==> src/hdl/tmrdiv_pkg.sv <==
package tmrdiv_pkg;

   // Timing constants
   localparam int DIVIDER_PERIOD  = 256;
   localparam int MAX_TICK_CYCLES = 16;

   // Field widths
   localparam int ADDR_W    = 16;
   localparam int DATA_W    = 8;
   localparam int CYC_W     = 5;
   localparam int DIV_REM_W = $clog2(DIVIDER_PERIOD + 1);
   localparam int PERIOD_W  = 11;

   // Register map
   localparam logic [ADDR_W-1:0] ADDR_DIV = 16'hff04;
   localparam logic [ADDR_W-1:0] ADDR_CNT = 16'hff05;
   localparam logic [ADDR_W-1:0] ADDR_MOD = 16'hff06;
   localparam logic [ADDR_W-1:0] ADDR_CTL = 16'hff07;

   // Control byte fields
   localparam int CTL_ENABLE_BIT = 2;
   localparam logic [DATA_W-1:0] COUNTER_TOP = 8'hff;

   typedef enum logic [1:0] {
      OP_READ  = 2'd0,
      OP_WRITE = 2'd1,
      OP_TICK  = 2'd2,
      OP_NONE  = 2'd3
   } opcode_type;

   // Counter period selected by control bits 1:0
   function automatic logic [PERIOD_W-1:0] period_of(input logic [1:0] sel);
      logic [PERIOD_W-1:0] p;
      case (sel)
         2'd0:    p = PERIOD_W'(1024);
         2'd1:    p = PERIOD_W'(16);
         2'd2:    p = PERIOD_W'(64);
         default: p = PERIOD_W'(256);
      endcase
      return p;
   endfunction

endpackage

==> src/hdl/timer_divider_register_block_unit.sv <==
// Throughput: one word per cycle unless rsp_tready is low with a response pending;
// the input register and the response register are separated by one level of
// compare/subtract logic that also updates state.
// Reset (synchronous, active high): divider and counter cleared, divider period
// restarted in full, counter disabled with the period of control select 0.
module timer_divider_register_block_unit
   import tmrdiv_pkg::*;
(
   input  logic        clock,
   input  logic        reset,
   input  logic        req_tvalid,
   output logic        req_tready,
   input  logic [31:0] req_tdata,  // address[15:0], write_data[23:16], cycles_elapsed[28:24]
   input  logic [1:0]  req_tuser,  // opcode[1:0]
   output logic        rsp_tvalid,
   input  logic        rsp_tready,
   output logic [15:0] rsp_tdata   // read_data[7:0], timer_irq[8]
);

   // Input register
   logic                  in_valid_ff;
   opcode_type            in_op_ff;
   logic [ADDR_W-1:0]     in_addr_ff;
   logic [DATA_W-1:0]     in_wdata_ff;
   logic [CYC_W-1:0]      in_cyc_ff;

   // Timer state
   logic [DATA_W-1:0]     div_val_ff,  div_val_in;
   logic [DIV_REM_W-1:0]  div_rem_ff,  div_rem_in;
   logic [DATA_W-1:0]     cnt_val_ff,  cnt_val_in;
   logic [DATA_W-1:0]     reload_ff,   reload_in;
   logic [DATA_W-1:0]     ctl_ff,      ctl_in;
   logic                  cnt_en_ff,   cnt_en_in;
   logic [PERIOD_W-1:0]   period_ff,   period_in;
   logic [PERIOD_W-1:0]   cnt_rem_ff,  cnt_rem_in;

   // Response register
   logic                  rsp_valid_ff;
   logic [DATA_W-1:0]     rsp_rdata_ff, rsp_rdata_in;
   logic                  rsp_irq_ff,   rsp_irq_in;

   logic                  advance;
   logic [CYC_W-1:0]      n_sat;
   logic [DIV_REM_W-1:0]  n_div;
   logic [PERIOD_W-1:0]   n_cnt;

   // Move a word forward when the response slot is free or being drained
   assign advance    = in_valid_ff && (!rsp_valid_ff || rsp_tready);
   assign req_tready = !in_valid_ff || advance;

   assign rsp_tvalid = rsp_valid_ff;
   assign rsp_tdata  = {7'd0, rsp_irq_ff, rsp_rdata_ff};

   // Saturate the tick length
   assign n_sat = (in_cyc_ff > CYC_W'(MAX_TICK_CYCLES)) ? CYC_W'(MAX_TICK_CYCLES) : in_cyc_ff;
   assign n_div = DIV_REM_W'(n_sat);
   assign n_cnt = PERIOD_W'(n_sat);

   // Execute the registered word against the timer state
   always_comb begin
      div_val_in   = div_val_ff;
      div_rem_in   = div_rem_ff;
      cnt_val_in   = cnt_val_ff;
      reload_in    = reload_ff;
      ctl_in       = ctl_ff;
      cnt_en_in    = cnt_en_ff;
      period_in    = period_ff;
      cnt_rem_in   = cnt_rem_ff;
      rsp_rdata_in = '0;
      rsp_irq_in   = 1'b0;

      unique case (in_op_ff)
         OP_READ: begin
            if (in_addr_ff == ADDR_DIV) begin
               rsp_rdata_in = div_val_ff;
            end else if (in_addr_ff == ADDR_CNT) begin
               rsp_rdata_in = cnt_val_ff;
            end else if (in_addr_ff == ADDR_MOD) begin
               rsp_rdata_in = reload_ff;
            end else if (in_addr_ff == ADDR_CTL) begin
               rsp_rdata_in = ctl_ff;
            end
         end
         OP_WRITE: begin
            if (in_addr_ff == ADDR_DIV) begin
               div_val_in = '0;
            end else if (in_addr_ff == ADDR_CNT) begin
               cnt_val_in = in_wdata_ff;
            end else if (in_addr_ff == ADDR_MOD) begin
               reload_in = in_wdata_ff;
            end else if (in_addr_ff == ADDR_CTL) begin
               // restart the counter period on any control write
               ctl_in     = in_wdata_ff;
               cnt_en_in  = in_wdata_ff[CTL_ENABLE_BIT];
               period_in  = period_of(in_wdata_ff[1:0]);
               cnt_rem_in = period_of(in_wdata_ff[1:0]);
            end
         end
         OP_TICK: begin
            // divider: carry leftover cycles into the next period
            if (div_rem_ff > n_div) begin
               div_rem_in = div_rem_ff - n_div;
            end else begin
               div_val_in = div_val_ff + DATA_W'(1);
               div_rem_in = DIV_REM_W'(DIVIDER_PERIOD) + div_rem_ff - n_div;
            end
            // counter: step, reload past the top and flag the overflow
            if (cnt_en_ff) begin
               if (cnt_rem_ff > n_cnt) begin
                  cnt_rem_in = cnt_rem_ff - n_cnt;
               end else begin
                  if (cnt_val_ff == COUNTER_TOP) begin
                     cnt_val_in = reload_ff;
                     rsp_irq_in = 1'b1;
                  end else begin
                     cnt_val_in = cnt_val_ff + DATA_W'(1);
                  end
                  cnt_rem_in = period_ff + cnt_rem_ff - n_cnt;
               end
            end
         end
         default: begin
         end
      endcase
   end

   // Control and timer state
   always_ff @(posedge clock) begin
      if (reset) begin
         in_valid_ff  <= 1'b0;
         rsp_valid_ff <= 1'b0;
         div_val_ff   <= '0;
         div_rem_ff   <= DIV_REM_W'(DIVIDER_PERIOD);
         cnt_val_ff   <= '0;
         reload_ff    <= '0;
         ctl_ff       <= '0;
         cnt_en_ff    <= 1'b0;
         period_ff    <= PERIOD_W'(1024);
         cnt_rem_ff   <= PERIOD_W'(1024);
      end else begin
         if (req_tready) begin
            in_valid_ff <= req_tvalid;
         end
         if (advance) begin
            rsp_valid_ff <= 1'b1;
            div_val_ff   <= div_val_in;
            div_rem_ff   <= div_rem_in;
            cnt_val_ff   <= cnt_val_in;
            reload_ff    <= reload_in;
            ctl_ff       <= ctl_in;
            cnt_en_ff    <= cnt_en_in;
            period_ff    <= period_in;
            cnt_rem_ff   <= cnt_rem_in;
         end else if (rsp_tready) begin
            rsp_valid_ff <= 1'b0;
         end
      end
   end

   // Payload registers
   always_ff @(posedge clock) begin
      if (req_tready && req_tvalid) begin
         in_op_ff    <= opcode_type'(req_tuser);
         in_addr_ff  <= req_tdata[15:0];
         in_wdata_ff <= req_tdata[23:16];
         in_cyc_ff   <= req_tdata[28:24];
      end
      if (advance) begin
         rsp_rdata_ff <= rsp_rdata_in;
         rsp_irq_ff   <= rsp_irq_in;
      end
   end

endmodule
==> config.mk <==
export PLATFORM = sky130hd
export DESIGN_NAME = timer_divider_register_block_unit
export DESIGN_NICKNAME = d
export VERILOG_FILES = /design/src/hdl/tmrdiv_pkg.sv /design/src/hdl/timer_divider_register_block_unit.sv
export SDC_FILE = /design/constraint.sdc
export NUM_CORES = 1
export LEC_CHECK = 0
export BUFFER_PORTS_ARGS = -buffer_cell sky130_fd_sc_hd__buf_2
export CAP_MARGIN = 20
export CORE_MARGIN = 4
export CORE_UTILIZATION = 35
export CTS_CLUSTER_SIZE = 10
export DETAILED_ROUTE_END_ITERATION = 6
export MAX_ROUTING_LAYER = met4
export PLACE_DENSITY = 0.49
export SYNTH_ARGS = -nofsm -noshare
export SYNTH_HDL_FRONTEND = slang
export SYNTH_SLANG_ARGS = --single-unit
export TNS_END_PERCENT = 5
==> constraint.sdc <==
create_clock -name clock -period 3.8 [get_ports clock]
set_input_delay 0.38 -clock clock [delete_from_list [all_inputs] [get_ports clock]]
set_output_delay 0.38 -clock clock [all_outputs]
set_load 0.01 [all_outputs]
# --- Word level (Yosys, flattened, before mapping) ---
# Index checks and enable logic that the tools add are counted.
op_classes:
  eq_ne: 18
  n_mux: 26
  magnitude_cmp: 3
  n_addsub: 8
  n_reduce_logical: 17
  bitwise_logic: 5
op_table:
  columns: ["cell", "n"]
  rows:
  - ["$mux W8", 11]
  - ["$mux W11", 6]
  - ["$eq A16 B16 Y1 const B", 4]
  - ["$pmux W11 S3", 1]
  - ["$pmux W8 S2", 2]
  - ["$pmux W11 S2", 1]
  - ["$sub A11 B5 Y11", 2]
  - ["$ne A2 B2 Y1 const B", 9]
  - ["$sub A9 B5 Y9", 2]
  - ["$add A8 B1 Y8 const B", 2]
  - ["$reduce_and A6 Y1", 2]
  - ["$add A11 B11 Y11", 1]
  - ["$gt A11 B5 Y1", 1]
  - ["$add A9 B9 Y9 const A", 1]
  - ["$gt A9 B5 Y1", 1]
  - ["$mux W9", 1]
  - ["$eq A8 B8 Y1 const B", 1]
  - ["$reduce_and A7 Y1", 1]
  - ["$gt A5 B5 Y1 const B", 1]
  - ["$mux W5", 1]
  - ["$not A1 Y1", 5]
  - ["$reduce_and A5 Y1", 1]
  - ["$eq A2 B1 Y1 const B", 2]
  - ["$eq A2 B2 Y1 const B", 2]
  - ["other kinds (9)", 16]
word_totals:
  regBits: 106
  input_bits: 38
  output_inout_bits: 18

# --- Longest topological paths before layout ---
logic_depth:
  word_depth: 7
  depth_mapped: 12
  depth_no_buf: 12

# --- Least setup slack after synthesis ---
# OpenSTA, ideal clock, no wires.
synth_path:
  path_kind: "register to register"
  from: "reg in_cyc_ff[4]"
  to: "reg cnt_rem_ff[9]"
  stages_incl_launch_ff: 12
  t_arrival_ns: 2.949
  setup_time_ns: 0.095
  slack_ns: 0.755
  t_required_ns: 3.705
  period_less_slack_ns: 3.045
  path_cell_list: "edfxtp_1 -> inv_1 -> nand2_1 -> ha_1 -> ha_1 -> fa_1 -> a211oi_1 -> o21ai_0 -> a2111oi_0 -> nor3_1 -> xnor2_1 -> a221oi_1"
synth_between:
  elab_chain_len: 6
  word_cells_on_any_way: 8
  cone_classes: "add/sub (2); order compare (2); mux (4)"
synth_lines:
  columns: ["element", "line", "source"]
  rows:
  - ["start, declared", "timer_divider_register_block_unit.sv:25", "logic [CYC_W-1:0] in_cyc_ff;"]
  - ["start signal, assigned", "timer_divider_register_block_unit.sv:166", "in_cyc_ff <= req_tdata[28:24];"]
  - ["$gt A5 B5 Y1", "timer_divider_register_block_unit.sv:55", "assign n_sat = (in_cyc_ff > CYC_W'(MAX_TICK_CYCLES)) ? CYC_W'(MAX_TICK_CYCLES) : in_cyc_ff;"]
  - ["$mux W5 (*)", "timer_divider_register_block_unit.sv:55", null]
  - ["$sub A11 B5 Y11, or another cell as far along", "timer_divider_register_block_unit.sv:118", "cnt_rem_in = period_ff + cnt_rem_ff - n_cnt;"]
  - ["$mux W11 (*)", "timer_divider_register_block_unit.sv:109", "if (cnt_rem_ff > n_cnt) begin"]
  - ["$mux W11 (*)", "timer_divider_register_block_unit.sv:108", "if (cnt_en_ff) begin"]
  - ["$pmux W11 S2 (*)", "timer_divider_register_block_unit.sv:72", "unique case (in_op_ff)"]
  - ["end signal, assigned", "timer_divider_register_block_unit.sv:153", "cnt_rem_ff <= cnt_rem_in;"]
  - ["end, declared", "timer_divider_register_block_unit.sv:35", "logic [PERIOD_W-1:0] cnt_rem_ff, cnt_rem_in;"]
# Every way passes the cells marked *; elsewhere a longest branch is shown, timed or not. The select of a mux whose other input is x is not followed.
# A chain may end at the register's enable or synchronous reset.

# --- Worst setup path after layout ---
# Ends and elaborated chain as after synthesis.

==> impl_metrics.xml <==
<?xml version="1.0" encoding="UTF-8"?>
<metrics>
  <group name="status">
    <metric name="outcome" unit="">finished clean</metric>
  </group>
  <group name="global_route">
    <metric name="grt.total_usage" unit="%">15.5</metric>
    <metric name="grt_first_pass_wirelength" unit="mm">23.7</metric>
    <metric name="global_route_congestion_overflow_total" unit="">0</metric>
    <metric name="grt_pass1_vias" unit="">4625</metric>
    <metric name="initial_antenna_violation_count" unit="">0</metric>
    <metric name="largest_net_degree_at_the_start_of_global_routing" unit="">32</metric>
  </group>
  <group name="power">
    <metric name="pwr-share-seq" unit="%">47.7</metric>
    <metric name="total_leakage_power" unit="nW">2.69</metric>
    <metric name="totalPowerFinal" unit="mW">2.42</metric>
    <metric name="switchingPower" unit="uW">635</metric>
    <metric name="vdd_drop_max" unit="mV">0.210</metric>
    <metric name="power.internal" unit="mW">1.78</metric>
    <metric name="p_comb_share" unit="%">11.5</metric>
    <metric name="pwr_density_cell" unit="mW/mm^2">360</metric>
    <metric name="power.clock.fraction" unit="%">40.9</metric>
    <metric name="sw_frac_of_total" unit="%">26.3</metric>
  </group>
  <group name="sta">
    <metric name="slew-limit-headroom" unit="%">46.8</metric>
    <metric name="final-max-slew-violation-count" unit="">0</metric>
    <metric name="finalSetupViolCount" unit="">0</metric>
    <metric name="rsz0062_at_grt" unit="">no</metric>
    <metric name="timing_hold_violations_final" unit="">0</metric>
    <metric name="final.min_clock_period" unit="ns">3.28</metric>
    <metric name="min_period_over_period" unit="%">86.4</metric>
    <metric name="worstMarginPinSlew" unit="ns">0.798</metric>
    <metric name="final.setup.tns" unit="ns">0</metric>
    <metric name="final.setup_skew" unit="ns">0.00912</metric>
    <metric name="clock.fmax" unit="MHz">305</metric>
    <metric name="finalWorstSetupSlack" unit="ns">0.518</metric>
  </group>
  <group name="logic_synthesis">
    <metric name="synth-seq-cells" unit="">98</metric>
    <metric name="synthDistinctLibCells" unit="">73</metric>
    <metric name="netlist_area" unit="mm^2">0.00599</metric>
    <metric name="synth_top_cells_by_area" unit="">edfxtp_1 (20%), dfxtp_1 (19%), ha_1 (8.2%), mux2i_1 (5.7%), nor2_1 (4.3%)</metric>
    <metric name="synth_area_leader_cell" unit="">edfxtp_1</metric>
    <metric name="yosys_most_used_dff" unit="">dfxtp_1</metric>
    <metric name="ys_async_sr_fraction" unit="%">0</metric>
    <metric name="postSynthCellCount" unit="">628</metric>
    <metric name="synth_top_cells_by_count" unit="">nor2_1 (68), dfxtp_1 (58), inv_1 (50)</metric>
    <metric name="synth-warning-count" unit="">0</metric>
    <metric name="avg_synthesized_cell_area" unit="um^2">9.53</metric>
    <metric name="yosys.area.top_type_share" unit="%">20.1</metric>
    <metric name="synth.most_common_cell" unit="">nor2_1</metric>
    <metric name="synth_edf_count" unit="">40</metric>
    <metric name="synth_seq_area_share" unit="%">39.5</metric>
  </group>
  <group name="die">
    <metric name="die_w" unit="um">139</metric>
    <metric name="pin_count" unit="">56</metric>
    <metric name="dieArea" unit="mm^2">0.0193</metric>
    <metric name="row_count" unit="">47</metric>
    <metric name="initial_utilization" unit="%">35.8</metric>
    <metric name="die_height" unit="um">139</metric>
    <metric name="coreArea" unit="mm^2">0.0167</metric>
  </group>
  <group name="placement">
    <metric name="gp_congestion" unit="">0.820</metric>
    <metric name="hpwl_reported_at_the_end_of_detailed_placement" unit="mm">10.5</metric>
    <metric name="placed_cell_area" unit="mm^2">0.00641</metric>
    <metric name="setup_slack_placement" unit="ns">0.562</metric>
    <metric name="io_buffer_count" unit="">45</metric>
  </group>
  <group name="finish">
    <metric name="area_delta_synth_final" unit="%">12.4</metric>
    <metric name="drive_above_1_share" unit="%">13.1</metric>
    <metric name="final_net_count" unit="">759</metric>
    <metric name="finish.instance_area" unit="mm^2">0.00673</metric>
    <metric name="antenna_cells_inserted" unit="">0</metric>
  </group>
  <group name="drt">
    <metric name="vias" unit="">4711</metric>
    <metric name="viasPerCell" unit="">5.25</metric>
    <metric name="drt-total-wl" unit="mm">14.4</metric>
    <metric name="drt_first_iter_violations" unit="">351</metric>
    <metric name="route.detailed.drc" unit="">0</metric>
    <metric name="detail_route.first_pass.iterations" unit="">5</metric>
    <metric name="postRouteAntennaNets" unit="">0</metric>
    <metric name="wire_per_inst" unit="um">16.0</metric>
  </group>
  <group name="clocking">
    <metric name="clock_insertion_delay_worst_skew" unit="ns">0.35</metric>
    <metric name="cts-resized-gates" unit="">0</metric>
    <metric name="cts_root_buf" unit="">clkbuf_16</metric>
    <metric name="clkSinkCount" unit="">98</metric>
    <metric name="tritoncts.num_buffers" unit="">9</metric>
    <metric name="cts_tree" unit="">built</metric>
    <metric name="worst_setup_hold_path_clk_slew" unit="ns">0.08</metric>
    <metric name="htree_levels" unit="">3</metric>
    <metric name="clk_path_buf_depth" unit="">2</metric>
    <metric name="post-cts-setup-buffers" unit="">0</metric>
    <metric name="post_cts_hold_buffer_count" unit="">0</metric>
  </group>
  <group name="worst_setup_path">
    <metric name="critical_path.startpoint_type" unit="">flip-flop</metric>
    <metric name="path_max_fanout" unit="">6</metric>
    <metric name="arrival" unit="ns">3.54</metric>
    <metric name="critPathCaptureType" unit="">flip-flop</metric>
    <metric name="path_class" unit="">flip-flop to flip-flop</metric>
    <metric name="crit_required" unit="ns">4.06</metric>
  </group>
  <group name="job">
    <metric name="drv_cap" unit="">0</metric>
  </group>
  <group name="min_path">
    <metric name="worstHoldPathType" unit="">input port to flip-flop</metric>
  </group>
</metrics>
==> per-stage QoR <==
stage | hold WS (ns) | utilization [%] | std cells
after floorplan | 0.432 | - | 634
after global placement | 0.441 | 38.4 | 881
after detailed placement | 0.451 | 38.4 | 881
after CTS | 0.181 | 40.3 | 897
after global routing | 0.176 | 40.3 | 897
final | 0.197 | 40.3 | 897
==> flip-flops by register name, indices dropped and copies added (netlist names), 2 cells and up <==
| name | cells |
|---|---|
| cnt_val_ff | 8 |
| cnt_rem_ff | 11 |
| in_wdata_ff | 8 |
| in_op_ff | 2 |
| rsp_rdata_ff | 8 |
| in_cyc_ff | 5 |
| div_rem_ff | 9 |
| ctl_ff | 8 |
| reload_ff | 8 |
| in_addr_ff | 16 |
| div_val_ff | 8 |
| period_ff | 4 |
==> metal layers <==
metal	share of wire, %	vias up	global-route usage [%]
met5	0	-	-
met3	4.4	16	2.66
met4	1.5	0	4.84
li1	-	2341	-
met2	45	122	23.8
met1	50	2232	20.9
==> path summary, 6_finish.rpt <==
| check | cells past startpoint | slack (ns) | from | end |
|---|---|---|---|---|
| max | 10 | 0.52 | in_cyc_ff[4]$_DFFE_PP_ | cnt_rem_ff[9]$_SDFFE_PP0P_ |
| min | 1 | 0.20 | req_tdata[22] | in_wdata_ff[6]$_DFFE_PP_ |
| max reg2reg | 10 | 0.52 | in_cyc_ff[4]$_DFFE_PP_ | cnt_rem_ff[9]$_SDFFE_PP0P_ |
| min reg2reg | 2 | 0.46 | ctl_ff[5]$_SDFFE_PP0P_ | ctl_ff[5]$_SDFFE_PP0P_ |
==> placed cells by master, fill, tap and decap left out, drive strengths merged, types with 3 or more instances in the layout <==
cell type	n
nor2	68
dfxtp	58
buf	58
inv	55
nand2	40
edfxtp	40
ha	39
a21oi	39
mux2i	34
o21ai	27
xnor2	18
a211oi	15
nor3	13
nor2b	13
nand3	11
a221oi	11
fa	10
clkbuf	10
xor2	8
conb	7
nand4	7
o211ai	6
nand2b	6
a31oi	6
or4	6
or3	6
o31ai	5
a21o	4
o221ai	4
nand3b	4
and2	4
and3	3
nor3b	3
nor4	3
==> power groups by stage <==
stage | registers [mW] | clock network [mW] | logic [mW]
global placement | 1.18 | 0 | 0.274
global route | 1.16 | 1.06 | 0.313
floorplan | 1.17 | 0 | 0.211
finish | 1.15 | 0.989 | 0.278
detailed placement | 1.18 | 0 | 0.279
CTS | 1.15 | 1.02 | 0.281
==> critical path, cell delays in order, from the launching register on <==
cell       delay, ns
edfxtp_1        0.45
inv_1           0.14
nand2_1         0.17
ha_1            0.43
fa_1            0.52
a211oi_1        0.34
o21ai_0         0.19
a2111oi_0       0.44
nor3_1          0.12
xnor2_1         0.15
a221oi_1        0.25
==> cell type report <==
type                       count  area, um^2
clock buffer                  10         239
clock inverter                 6        76.3
fill                        1685        9970
inverter                      50         188
multi-input combinational    455        3270
sequential                    98        2360
tap                          220         275
timing repair buffer          58         323
==> cell families (layout without fill, tap and decap cells) <==
logic type,count (synthesis),after routing,synth area share (%)
buf+inv,81,124,6.40
flops,98,98,39.5
fa+ha+maj,49,49,11.5
mux,34,34,5.68
simple gates,196,196,16.6
compound gates,143,143,16.5
other cells,1,7,0.0626
xor+xnor,26,26,3.80
Note: power is estimated with default switching activity, not from simulation.
